[config.mk]
export PLATFORM = sky130hd
export DESIGN_NAME = sha256_byte_stream_hasher
export DESIGN_NICKNAME = d
export VERILOG_FILES = /design/src/hw/rtl/sha_pkg.sv /design/src/hw/rtl/sha_front.sv /design/src/hw/rtl/sha_fifo.sv /design/src/hw/rtl/sha_core.sv /design/src/hw/rtl/sha256_byte_stream_hasher.sv
export SDC_FILE = /design/constraint.sdc
export NUM_CORES = 2
export LEC_CHECK = 0
export BUFFER_PORTS_ARGS = -buffer_cell sky130_fd_sc_hd__buf_2
export CAP_MARGIN = 30
export CORE_MARGIN = 5
export CORE_UTILIZATION = 40
export DETAILED_ROUTE_END_ITERATION = 8
export GPL_TIMING_DRIVEN = 0
export PLACE_DENSITY_LB_ADDON = 0.1
export SLEW_MARGIN = 15
export SYNTH_ARGS = -nofsm -noshare
export SYNTH_HDL_FRONTEND = slang
export SYNTH_SLANG_ARGS = --single-unit
[constraint.sdc]
create_clock -name clk -period 12.75 [get_ports clk]
set_input_delay 2.55 -clock clk [delete_from_list [all_inputs] [get_ports clk]]
set_output_delay 2.55 -clock clk [all_outputs]
set_load 0.01 [all_outputs]
[src/hw/rtl/sha_pkg.sv]
`timescale 1ns / 1ps
// ----------------------------------------------------------------------------
// sha_pkg
// Shared types, constants and round functions of the SHA-256 byte hasher.
// ----------------------------------------------------------------------------
package sha_pkg;

    // input item kinds (s_tuser)
    localparam logic KIND_ABSORB = 1'b0;
    localparam logic KIND_FINISH = 1'b1;

    localparam int S_TDATA_W = 8;
    localparam int DIGEST_W  = 32;
    localparam int INDEX_W   = 3;
    localparam int M_TDATA_W = 40;
    localparam int M_PAD_W   = M_TDATA_W - DIGEST_W - INDEX_W;

    localparam logic [INDEX_W-1:0] DIGEST_LAST = 3'd7;

    // default depth of the word queue between front and core (one block)
    localparam int SHA_Q_DEPTH = 16;

    localparam logic [7:0] PAD_BYTE = 8'h80;

    localparam logic [7:0][31:0] SHA_INIT = {
        32'h5be0cd19, 32'h1f83d9ab, 32'h9b05688c, 32'h510e527f,
        32'ha54ff53a, 32'h3c6ef372, 32'hbb67ae85, 32'h6a09e667
    };

    // one queued message word; final_blk marks the last word of the last block
    typedef struct packed {
        logic [31:0] word;
        logic        final_blk;
    } qitem_t;

    function automatic logic [31:0] bsig0(input logic [31:0] x);
        return {x[1:0], x[31:2]} ^ {x[12:0], x[31:13]} ^ {x[21:0], x[31:22]};
    endfunction

    function automatic logic [31:0] bsig1(input logic [31:0] x);
        return {x[5:0], x[31:6]} ^ {x[10:0], x[31:11]} ^ {x[24:0], x[31:25]};
    endfunction

    function automatic logic [31:0] ssig0(input logic [31:0] x);
        return {x[6:0], x[31:7]} ^ {x[17:0], x[31:18]} ^ {3'b000, x[31:3]};
    endfunction

    function automatic logic [31:0] ssig1(input logic [31:0] x);
        return {x[16:0], x[31:17]} ^ {x[18:0], x[31:19]} ^ {10'd0, x[31:10]};
    endfunction

    function automatic logic [31:0] ch(input logic [31:0] e, input logic [31:0] f,
                                       input logic [31:0] g);
        return (e & f) ^ (~e & g);
    endfunction

    function automatic logic [31:0] maj(input logic [31:0] a, input logic [31:0] b,
                                        input logic [31:0] c);
        return (a & b) ^ (a & c) ^ (b & c);
    endfunction

    function automatic logic [31:0] round_k(input logic [5:0] t);
        logic [31:0] k;
        case (t)
            6'd0:  k = 32'h428a2f98;
            6'd1:  k = 32'h71374491;
            6'd2:  k = 32'hb5c0fbcf;
            6'd3:  k = 32'he9b5dba5;
            6'd4:  k = 32'h3956c25b;
            6'd5:  k = 32'h59f111f1;
            6'd6:  k = 32'h923f82a4;
            6'd7:  k = 32'hab1c5ed5;
            6'd8:  k = 32'hd807aa98;
            6'd9:  k = 32'h12835b01;
            6'd10: k = 32'h243185be;
            6'd11: k = 32'h550c7dc3;
            6'd12: k = 32'h72be5d74;
            6'd13: k = 32'h80deb1fe;
            6'd14: k = 32'h9bdc06a7;
            6'd15: k = 32'hc19bf174;
            6'd16: k = 32'he49b69c1;
            6'd17: k = 32'hefbe4786;
            6'd18: k = 32'h0fc19dc6;
            6'd19: k = 32'h240ca1cc;
            6'd20: k = 32'h2de92c6f;
            6'd21: k = 32'h4a7484aa;
            6'd22: k = 32'h5cb0a9dc;
            6'd23: k = 32'h76f988da;
            6'd24: k = 32'h983e5152;
            6'd25: k = 32'ha831c66d;
            6'd26: k = 32'hb00327c8;
            6'd27: k = 32'hbf597fc7;
            6'd28: k = 32'hc6e00bf3;
            6'd29: k = 32'hd5a79147;
            6'd30: k = 32'h06ca6351;
            6'd31: k = 32'h14292967;
            6'd32: k = 32'h27b70a85;
            6'd33: k = 32'h2e1b2138;
            6'd34: k = 32'h4d2c6dfc;
            6'd35: k = 32'h53380d13;
            6'd36: k = 32'h650a7354;
            6'd37: k = 32'h766a0abb;
            6'd38: k = 32'h81c2c92e;
            6'd39: k = 32'h92722c85;
            6'd40: k = 32'ha2bfe8a1;
            6'd41: k = 32'ha81a664b;
            6'd42: k = 32'hc24b8b70;
            6'd43: k = 32'hc76c51a3;
            6'd44: k = 32'hd192e819;
            6'd45: k = 32'hd6990624;
            6'd46: k = 32'hf40e3585;
            6'd47: k = 32'h106aa070;
            6'd48: k = 32'h19a4c116;
            6'd49: k = 32'h1e376c08;
            6'd50: k = 32'h2748774c;
            6'd51: k = 32'h34b0bcb5;
            6'd52: k = 32'h391c0cb3;
            6'd53: k = 32'h4ed8aa4a;
            6'd54: k = 32'h5b9cca4f;
            6'd55: k = 32'h682e6ff3;
            6'd56: k = 32'h748f82ee;
            6'd57: k = 32'h78a5636f;
            6'd58: k = 32'h84c87814;
            6'd59: k = 32'h8cc70208;
            6'd60: k = 32'h90befffa;
            6'd61: k = 32'ha4506ceb;
            6'd62: k = 32'hbef9a3f7;
            6'd63: k = 32'hc67178f2;
            default: k = 32'h0;
        endcase
        return k;
    endfunction

endpackage

[src/hw/rtl/sha_front.sv]
`timescale 1ns / 1ps
// ----------------------------------------------------------------------------
// sha_front
// Takes byte items, packs them into big-endian words and, on finish,
// generates the padding and length words of the closing block(s).
// ----------------------------------------------------------------------------
module sha_front
    import sha_pkg::*;
(
    input  logic                 clk,
    input  logic                 rst_n,
    input  logic                 s_tvalid,
    output logic                 s_tready,
    input  logic [S_TDATA_W-1:0] s_tdata,   // [7:0] data_byte
    input  logic                 s_tuser,   // [0] kind
    output logic                 push_valid,
    input  logic                 push_ready,
    output qitem_t               push_item
);

    typedef enum logic {F_ACCEPT, F_PAD} fstate_t;

    fstate_t     state_reg, state_next;
    logic [5:0]  fill_reg, fill_next;
    logic [63:0] bits_reg, bits_next;
    logic [31:0] acc_reg, acc_next;
    logic [3:0]  pidx_reg, pidx_next;
    logic        first_reg, first_next;
    logic        lenblk_reg, lenblk_next;

    logic        accept;
    logic [31:0] pad_word;

    assign s_tready = (state_reg == F_ACCEPT) && push_ready;
    assign accept   = s_tvalid && s_tready;

    // bytes already held in acc_reg, then 0x80, then zeros
    always_comb
    begin
        case (fill_reg[1:0])
            2'd0:    pad_word = {PAD_BYTE, 24'd0};
            2'd1:    pad_word = {acc_reg[7:0], PAD_BYTE, 16'd0};
            2'd2:    pad_word = {acc_reg[15:0], PAD_BYTE, 8'd0};
            2'd3:    pad_word = {acc_reg[23:0], PAD_BYTE};
            default: pad_word = {PAD_BYTE, 24'd0};
        endcase
    end

    always_comb
    begin
        state_next  = state_reg;
        fill_next   = fill_reg;
        bits_next   = bits_reg;
        acc_next    = acc_reg;
        pidx_next   = pidx_reg;
        first_next  = first_reg;
        lenblk_next = lenblk_reg;
        push_valid  = 1'b0;
        push_item   = '{word: {acc_reg[23:0], s_tdata}, final_blk: 1'b0};

        case (state_reg)
            F_ACCEPT:
            begin
                if (accept)
                begin
                    if (s_tuser == KIND_ABSORB)
                    begin
                        acc_next  = {acc_reg[23:0], s_tdata};
                        bits_next = bits_reg + 64'd8;
                        fill_next = fill_reg + 6'd1;
                        push_valid = (fill_reg[1:0] == 2'd3);
                    end
                    else
                    begin
                        acc_next    = pad_word;
                        pidx_next   = fill_reg[5:2];
                        first_next  = 1'b1;
                        // length fits behind the pad word only below word 14
                        lenblk_next = (fill_reg[5:2] < 4'd14);
                        fill_next   = 6'd0;
                        state_next  = F_PAD;
                    end
                end
            end
            F_PAD:
            begin
                push_valid = 1'b1;
                if (first_reg)
                    push_item.word = acc_reg;
                else if (lenblk_reg && pidx_reg == 4'd14)
                    push_item.word = bits_reg[63:32];
                else if (lenblk_reg && pidx_reg == 4'd15)
                    push_item.word = bits_reg[31:0];
                else
                    push_item.word = 32'd0;
                push_item.final_blk = lenblk_reg && (pidx_reg == 4'd15);

                if (push_ready)
                begin
                    first_next = 1'b0;
                    pidx_next  = pidx_reg + 4'd1;
                    if (pidx_reg == 4'd15)
                        lenblk_next = 1'b1;
                    if (push_item.final_blk)
                    begin
                        bits_next  = 64'd0;
                        state_next = F_ACCEPT;
                    end
                end
            end
            default:
            begin
                state_next = F_ACCEPT;
            end
        endcase
    end

    always_ff @(posedge clk or negedge rst_n)
    begin
        if (!rst_n)
        begin
            state_reg  <= F_ACCEPT;
            fill_reg   <= 6'd0;
            bits_reg   <= 64'd0;
            pidx_reg   <= 4'd0;
            first_reg  <= 1'b0;
            lenblk_reg <= 1'b0;
        end
        else
        begin
            state_reg  <= state_next;
            fill_reg   <= fill_next;
            bits_reg   <= bits_next;
            pidx_reg   <= pidx_next;
            first_reg  <= first_next;
            lenblk_reg <= lenblk_next;
        end
    end

    always_ff @(posedge clk)
    begin
        acc_reg <= acc_next;
    end

endmodule

[src/hw/rtl/sha_fifo.sv]
`timescale 1ns / 1ps
// ----------------------------------------------------------------------------
// sha_fifo
// Word queue between the byte front end and the compression core.
// ----------------------------------------------------------------------------
module sha_fifo
    import sha_pkg::*;
#(
    parameter int DEPTH = SHA_Q_DEPTH
)
(
    input  logic   clk,
    input  logic   rst_n,
    input  logic   push_valid,
    output logic   push_ready,
    input  qitem_t push_item,
    output logic   pop_valid,
    input  logic   pop_ready,
    output qitem_t pop_item
);

    localparam int PW = (DEPTH > 1) ? $clog2(DEPTH) : 1;
    localparam int CW = $clog2(DEPTH + 1);

    qitem_t          mem_reg [DEPTH];
    logic [PW-1:0]   wr_ptr_reg, wr_ptr_next;
    logic [PW-1:0]   rd_ptr_reg, rd_ptr_next;
    logic [CW-1:0]   count_reg, count_next;
    logic            do_push, do_pop;

    assign push_ready = (count_reg != CW'(DEPTH));
    assign pop_valid  = (count_reg != '0);
    assign pop_item   = mem_reg[rd_ptr_reg];
    assign do_push    = push_valid && push_ready;
    assign do_pop     = pop_valid && pop_ready;

    always_comb
    begin
        wr_ptr_next = wr_ptr_reg;
        rd_ptr_next = rd_ptr_reg;
        if (do_push)
            wr_ptr_next = (wr_ptr_reg == PW'(DEPTH - 1)) ? '0 : wr_ptr_reg + 1'b1;
        if (do_pop)
            rd_ptr_next = (rd_ptr_reg == PW'(DEPTH - 1)) ? '0 : rd_ptr_reg + 1'b1;
        count_next = count_reg;
        if (do_push && !do_pop)
            count_next = count_reg + 1'b1;
        else if (do_pop && !do_push)
            count_next = count_reg - 1'b1;
    end

    always_ff @(posedge clk or negedge rst_n)
    begin
        if (!rst_n)
        begin
            wr_ptr_reg <= '0;
            rd_ptr_reg <= '0;
            count_reg  <= '0;
        end
        else
        begin
            wr_ptr_reg <= wr_ptr_next;
            rd_ptr_reg <= rd_ptr_next;
            count_reg  <= count_next;
        end
    end

    always_ff @(posedge clk)
    begin
        if (do_push)
            mem_reg[wr_ptr_reg] <= push_item;
    end

endmodule

[src/hw/rtl/sha_core.sv]
`timescale 1ns / 1ps
// ----------------------------------------------------------------------------
// sha_core
// Compression engine: loads 16 words, runs 64 rounds on one round unit,
// folds into the chaining words and streams out the digest.
// ----------------------------------------------------------------------------
module sha_core
    import sha_pkg::*;
(
    input  logic                 clk,
    input  logic                 rst_n,
    input  logic                 q_valid,
    output logic                 q_pop,
    input  qitem_t               q_item,
    output logic                 m_tvalid,
    input  logic                 m_tready,
    output logic [M_TDATA_W-1:0] m_tdata,   // [31:0] digest_word, [34:32] word_index
    output logic                 m_tlast    // last
);

    typedef enum logic [1:0] {C_LOAD, C_ROUND, C_ADD, C_OUT} cstate_t;

    localparam logic [5:0] LOAD_LAST  = 6'd15;
    localparam logic [5:0] ROUND_LAST = 6'd63;

    cstate_t           state_reg, state_next;
    logic [5:0]        cnt_reg, cnt_next;
    logic [15:0][31:0] w_reg, w_next;
    logic [7:0][31:0]  s_reg, s_next;
    logic [7:0][31:0]  h_reg, h_next;
    logic              final_reg, final_next;
    logic              valid_reg, valid_next;
    logic [INDEX_W-1:0] idx_reg, idx_next;
    logic [31:0]       word_reg, word_next;

    logic [31:0] t1, t2, w_new;

    assign t1 = s_reg[7] + bsig1(s_reg[4]) + ch(s_reg[4], s_reg[5], s_reg[6])
              + round_k(cnt_reg) + w_reg[0];
    assign t2 = bsig0(s_reg[0]) + maj(s_reg[0], s_reg[1], s_reg[2]);
    // schedule word 16 rounds ahead, from registered taps only
    assign w_new = ssig1(w_reg[14]) + w_reg[9] + ssig0(w_reg[1]) + w_reg[0];

    assign m_tvalid = valid_reg;
    assign m_tdata  = {{M_PAD_W{1'b0}}, idx_reg, word_reg};
    assign m_tlast  = (idx_reg == DIGEST_LAST);

    always_comb
    begin
        state_next = state_reg;
        cnt_next   = cnt_reg;
        w_next     = w_reg;
        s_next     = s_reg;
        h_next     = h_reg;
        final_next = final_reg;
        valid_next = valid_reg;
        idx_next   = idx_reg;
        word_next  = word_reg;
        q_pop      = 1'b0;

        case (state_reg)
            C_LOAD:
            begin
                if (q_valid)
                begin
                    q_pop  = 1'b1;
                    w_next = {q_item.word, w_reg[15:1]};
                    if (cnt_reg == LOAD_LAST)
                    begin
                        final_next = q_item.final_blk;
                        s_next     = h_reg;
                        cnt_next   = 6'd0;
                        state_next = C_ROUND;
                    end
                    else
                    begin
                        cnt_next = cnt_reg + 6'd1;
                    end
                end
            end
            C_ROUND:
            begin
                s_next = {s_reg[6], s_reg[5], s_reg[4], s_reg[3] + t1,
                          s_reg[2], s_reg[1], s_reg[0], t1 + t2};
                w_next = {w_new, w_reg[15:1]};
                if (cnt_reg == ROUND_LAST)
                begin
                    cnt_next   = 6'd0;
                    state_next = C_ADD;
                end
                else
                begin
                    cnt_next = cnt_reg + 6'd1;
                end
            end
            C_ADD:
            begin
                for (int i = 0; i < 8; i++)
                    h_next[i] = h_reg[i] + s_reg[i];
                if (final_reg)
                begin
                    word_next  = h_reg[0] + s_reg[0];
                    idx_next   = '0;
                    valid_next = 1'b1;
                    state_next = C_OUT;
                end
                else
                begin
                    state_next = C_LOAD;
                end
            end
            C_OUT:
            begin
                if (m_tready)
                begin
                    if (idx_reg == DIGEST_LAST)
                    begin
                        valid_next = 1'b0;
                        h_next     = SHA_INIT;
                        state_next = C_LOAD;
                    end
                    else
                    begin
                        idx_next  = idx_reg + 3'd1;
                        word_next = h_reg[idx_reg + 3'd1];
                    end
                end
            end
            default:
            begin
                state_next = C_LOAD;
            end
        endcase
    end

    always_ff @(posedge clk or negedge rst_n)
    begin
        if (!rst_n)
        begin
            state_reg <= C_LOAD;
            cnt_reg   <= 6'd0;
            h_reg     <= SHA_INIT;
            final_reg <= 1'b0;
            valid_reg <= 1'b0;
            idx_reg   <= '0;
        end
        else
        begin
            state_reg <= state_next;
            cnt_reg   <= cnt_next;
            h_reg     <= h_next;
            final_reg <= final_next;
            valid_reg <= valid_next;
            idx_reg   <= idx_next;
        end
    end

    always_ff @(posedge clk)
    begin
        w_reg    <= w_next;
        s_reg    <= s_next;
        word_reg <= word_next;
    end

endmodule

[src/hw/rtl/sha256_byte_stream_hasher.sv]
`timescale 1ns / 1ps
// Absorb items: one byte per cycle while the word queue (Q_DEPTH words) has room.
// Each 64-byte block passes through the core's load, round and add steps on the shared
// round unit, which takes no new block until it is through with the last one.
// Finish: s_tready drops while 16 - fill/4 pad/length words (32 - fill/4 at 56+ bytes)
// are queued. The 8 digest words then go out one per cycle while m_tready is high.
// Reset (rst_n low, asynchronous): queue empty, chaining words at initial values.
// ----------------------------------------------------------------------------
// sha256_byte_stream_hasher
// SHA-256 over a byte stream: front end, word queue and compression core.
// ----------------------------------------------------------------------------
module sha256_byte_stream_hasher
    import sha_pkg::*;
#(
    parameter int Q_DEPTH = SHA_Q_DEPTH
)
(
    input  logic                 clk,
    input  logic                 rst_n,
    input  logic                 s_tvalid,
    output logic                 s_tready,
    input  logic [S_TDATA_W-1:0] s_tdata,   // [7:0] data_byte
    input  logic                 s_tuser,   // [0] kind
    output logic                 m_tvalid,
    input  logic                 m_tready,
    output logic [M_TDATA_W-1:0] m_tdata,   // [31:0] digest_word, [34:32] word_index
    output logic                 m_tlast    // last
);

    logic   push_valid, push_ready;
    qitem_t push_item;
    logic   q_valid, q_pop;
    qitem_t q_item;

    sha_front u_front (
        .clk        (clk),
        .rst_n      (rst_n),
        .s_tvalid   (s_tvalid),
        .s_tready   (s_tready),
        .s_tdata    (s_tdata),
        .s_tuser    (s_tuser),
        .push_valid (push_valid),
        .push_ready (push_ready),
        .push_item  (push_item)
    );

    sha_fifo #(
        .DEPTH (Q_DEPTH)
    ) u_fifo (
        .clk        (clk),
        .rst_n      (rst_n),
        .push_valid (push_valid),
        .push_ready (push_ready),
        .push_item  (push_item),
        .pop_valid  (q_valid),
        .pop_ready  (q_pop),
        .pop_item   (q_item)
    );

    sha_core u_core (
        .clk      (clk),
        .rst_n    (rst_n),
        .q_valid  (q_valid),
        .q_pop    (q_pop),
        .q_item   (q_item),
        .m_tvalid (m_tvalid),
        .m_tready (m_tready),
        .m_tdata  (m_tdata),
        .m_tlast  (m_tlast)
    );

endmodule

Word level (Yosys, flattened, before mapping)

Memory sizes are Yosys's and may differ from the RTL's.
Index checks and enable logic that the tools add are counted.

Input bits: 13
Output and inout port bits: 43
Memories: 2
Register bits: 1,191
Memory bits (read-only): 2,048
Word-level logic and storage cells: 225
Bits in writable memories: 528

Memory list:

| name             | depth | width | read ports | clocked after memory_dff | wr ports | line           | RTL |
|---|---|---|---|---|---|---|---|
| (name not given) | 64    | 32    | 1          | 0                        | 0        | sha_pkg.sv:64  | `case (t)` |
| u_fifo.mem_reg   | 16    | 33    | 1          | 0                        | 1        | sha_fifo.sv:25 | `qitem_t mem_reg [DEPTH];` |

$add $sub $neg: 27
Reductions and logical operators: 27
Equality and inequality tests: 27
Bitwise logic cells: 18
Order comparisons: 2
Muxes and demuxes: 74

Operator list:

| operator                | count |
|---|---|
| $mux W256               | 4 |
| $pmux W256 S2           | 2 |
| $pmux W512 S2           | 1 |
| $add A32 B32 Y32        | 18 |
| $mux W512               | 1 |
| $xor A32 B32 Y32        | 9 |
| $mux W32                | 8 |
| $mux W64                | 4 |
| $and A32 B32 Y32        | 5 |
| $pmux W32 S4            | 1 |
| $pmux W64 S2            | 1 |
| $bmux W32 S3            | 1 |
| $add A64 B4 Y64 const B | 1 |
| $pmux W32 S2            | 1 |
| $mux W33                | 1 |
| $not A32 Y32            | 1 |
| $xor A32 B22 Y32        | 1 |
| $xor A32 B29 Y32        | 1 |
| $mux W6                 | 4 |
| $mux W1                 | 20 |
| $mux W4                 | 5 |
| $eq A4 B4 Y1 const B    | 4 |
| $ne A2 B2 Y1 const B    | 8 |
| $reduce_and A4 Y1       | 4 |
| 31 further kinds        | 69 |

Logic depth before layout (Yosys ltp)

Depth after elaboration: 10
Gate-level depth with buffers: 39
Depth with buffers taken out: 38

Hierarchy

A second synthesis with hierarchy kept.

Cell total of the unflattened synthesis: 8,212
Area, all modules: 95,182.5 um^2

By module, submodules not included:

| module    | cells an instance | area an instance (um^2) | instances |
|---|---|---|---|
| sha_core  | 6,585             | 68,129.1                | 1 |
| sha_fifo  | 910               | 20,601.0                | 1 |
| sha_front | 717               | 6,452.4                 | 1 |

Worst setup path after synthesis

No wires, ideal clock.

Path type: register to register
Start point: reg u_core.cnt_reg[1]
End point: reg u_core.s_reg[0] in the netlist's numbering (enable)
Arrival: 12,042 ps
Path slack: -169 ps
Cell stages (with the launch flop): 7
Setup time: 877 ps
Path through: dfrtp_1 -> ha_1 -> clkbuf_1 -> nand3_1 -> nor4_1 -> nor2_1 -> nor2_1

Cells in the longest elaborated chain, start to end: 3

Ends and longest elaborated chain:

| what                        | line            | RTL |
|---|---|---|
| start, declared             | sha_core.sv:27  | `logic [5:0] cnt_reg, cnt_next;` |
| start signal, assigned      | sha_core.sv:150 | `cnt_reg <= cnt_next;` |
| $eq A6 B4 Y1                | sha_core.sv:68  | `if (cnt_reg == LOAD_LAST)` |
| $ne A2 B1 Y1 (no line)      | n/a             |  |
| $reduce_and A3 Y1 (no line) | n/a             |  |
| end signal, assigned        | sha_core.sv:161 | `s_reg <= s_next;` |
| end, declared               | sha_core.sv:29  | `logic [7:0][31:0] s_reg, s_next;` |

No other way between the ends.
A chain may end at the register's enable or synchronous reset.

==> flow_summary.toml <==
[floorplan]
area_inside_the_core_boundary_mm2 = 0.233
initial_core_util_pct = 40.2
die_h_um = 493
die-area_mm2 = 0.243
die_x_um = 493
total_number_of_placement_rows = 177
top_level_ports = 56

[final_layout]
nNetsFinal = 8769
highest_count_cells_in_the_layout_ignoring_fill_and_taps = "edfxtp_1 (1360), nand2_1 (1078), o21ai_0 (492)"
commonest_non_fill_non_tap_cell_in_the_layout = "edfxtp_1"
final_layout_size_suffix_gt1_share_pct = 11.9
largest_register_ff_count = 528
utilization_pct = 45.5
syn_to_final_growth_pct = 13.3

[synthesis]
synth_fa_ha_area_share_pct = 9.96
synth_simple_gate_area_share_pct = 9.60
synth_seq_cells = 1716
ys_async_sr_fraction_pct = 20.7
netlist_area_mm2 = 0.0934
ys_warn_count = 0
synth-edff-count = 1360
yosysSeqAreaShare_pct = 53.4
synth.area.mux_share_pct = 6.82
post-synth-top-area-cell = "edfxtp_1"
synthCells = 7772
synth_cell_types = 102
synth_top_cell_area_share_pct = 43.7
synth.area.top_cells = "edfxtp_1 (44%), dfrtp_1 (5.9%), mux4_2 (5.7%)"
post_synth_xor_area_fraction_pct = 5.97
synth_top_family_by_area = "compound AO/OA/AOI/OAI gates"
yosys_most_used_dff = "edfxtp_1"
syn_avg_cell_area_um2 = 12.0
synth-compound-area-share_pct = 11.5

[clocking]
cts.repair.resized = 0
cts.htree.levels = 4
tritoncts = "done"
ctsLongestPathBuffers = 3
number_of_clock_buffers_inserted_by_tritoncts = 193
insertion_delay_ns = 0.86
cts_root_buffer = "clkbuf_16"
holdBufCountCts = 0
post-cts-setup-buffers = 0
clk_pin_slew_worst_paths_ns = 0.06
clock_sink_count = 1716

[routing]
detailed_route_wl_um = 352000
routed_via_density = 5.86
drtIter0Drc = 7876
ant_nets = 0
vias = 66676
wl_per_cell_um = 31.0
detail_route.drc_violations = 0
drt_first_pass_iters = 7

[sta]
grt_setup_unrepaired = "false"
hold_ws_ns = 0.409
achievable-frequency_mhz = 81.0
timing.final.crit_period_ns = 12.35
timing.final.crit_share_pct = 96.9
postLayoutSetupSlackWorst_ns = 0.401
fin_skew_ns = 0.0533
timing.final.setup_violations = 0
slew_viol_final = 0
worst_case_headroom_to_the_max_slew_limit_pct = 25.1
hold_violations = 0
tightest_pin_transition_ns = 1.12

[worst_hold_path]
hp-class = "reg2reg"

[placement]
hpwl_um = 270000
port-buffer-count = 50
finalWeightedCongestion = 0.983
preCtsSetupSlack_ns = 0.914

[setup_path]
timing.critical_path.arrival_ns = 12.95
crit_path_frequent_cell = "fa_1"
worst_setup_path_end_kind = "register"
critPathMaxFanout = 12
ff2ff_setup_slack_ns = 0.40
worstSetupStartpointType = "register"
setup.worst_path.class = "reg2reg"
required_ns = 13.35
crit_path_max_incr_delay_ns = 0.85
cpMaxStageDelayCell = "dfrtp_1"

[flow_run]
drv_cap = 0

[global_routing]
grt-ovfl-total = 0
met1_usage_pct = 40.7
use_met2_pct = 43.8
grt_util_all_layers_pct = 28.4
antenna_violations_before_repair = 29
grt_max_degree = 113
grt_pass1_vias = 64065
grt_pass1_wl_um = 492000
grtUsageMet3_pct = 5.59
grt_busiest_layer = "met2"

[power]
vdd.ir_drop.worst_mv = 0.182
leakage_nw = 41.0
power_per_cell_area_mw_per_mm2 = 127

[status]
status = "finished clean"
==> critical path, delay by kind of cell, from the launching register on <==
family	cells	cell delay [ns]
flops	1	0.85
compound gates	16	4.45
simple gates	4	1.26
xor+xnor	2	0.36
buf+inv	5	1.65
fa+ha+maj	8	3.46
==> Yosys cell counts, drive strengths merged, types with 51 or more instances <==
master	n
buf	63
nand2	1078
mux2i	61
a22oi	55
o21bai	52
o21a	58
dfstp	136
mux4	235
inv	298
o21ai	498
ha	410
xor2	233
fa	196
dfrtp	220
nor2b	53
or3	51
nand2b	59
nor2	437
nand3	106
nor3	109
a21oi	494
edfxtp	1360
a21o	169
xnor2	401
clkbuf	305
==> cell families (layout without fill, tap and decap cells) <==
group,Yosys count,in the layout
simple gates,2064,2064
compound gates,1720,1720
flops,1716,1716
buf+inv,667,1214
xor+xnor,635,635
fa+ha+maj,631,631
mux,338,338
other cells,1,8
==> power by group <==
part	leakage (nW)	total, mW	internal, mW	switching, mW
Combinational	19.8	1.16	0.340	0.823
Clock	3.09	5.60	3.15	2.45
Sequential	18.1	6.67	6.55	0.124
==> path summary, 6_finish.rpt <==
check	startpoint	endpoint	cells after the start
max	u_core.cnt_reg[0]$_DFFE_PN0P_	u_core.s_reg[31]$_DFFE_PP_	35
min	u_core.w_reg[363]$_DFFE_PP_	u_core.w_reg[331]$_DFFE_PP_	0
max reg2reg	u_core.cnt_reg[0]$_DFFE_PN0P_	u_core.s_reg[31]$_DFFE_PP_	35
min reg2reg	u_core.w_reg[363]$_DFFE_PP_	u_core.w_reg[331]$_DFFE_PP_	0
max in group asynchronous	rst_n	u_core.final_reg$_DFFE_PN0P_	3
min in group asynchronous	rst_n	u_core.h_reg[64]$_DFFE_PN0P_	1
==> final cells by class <==
class,instances,area [um2]
inverters,299,1130
fillers,21420,127000
clock buffers,241,5120
clock inverters,127,1260
diodes,3,7.51
well taps,3043,3810
multi-input cells,5393,41100
plain buffers,368,1450
repair buffers,179,2020
flip-flops and latches,1716,49900
==> per-layer routing <==
layer	routed length, um	share of wire (%)
met5	26	0.0074
met4	12100	3.4
met3	28600	8.1
met2	157000	45
met1	154000	44
==> per-stage QoR <==
stage	power [mW]	std cells	cell area [um2]	setup TNS [ns]
floorplan	7.38	7776	93400	0
global placement	7.88	10869	97500	-2727.77
detailed placement	7.96	10988	99300	0
CTS	13.6	11356	106000	0
global route	13.9	11367	106000	0
finish	13.4	11369	106000	0
Power figures use the tool's default switching activity.
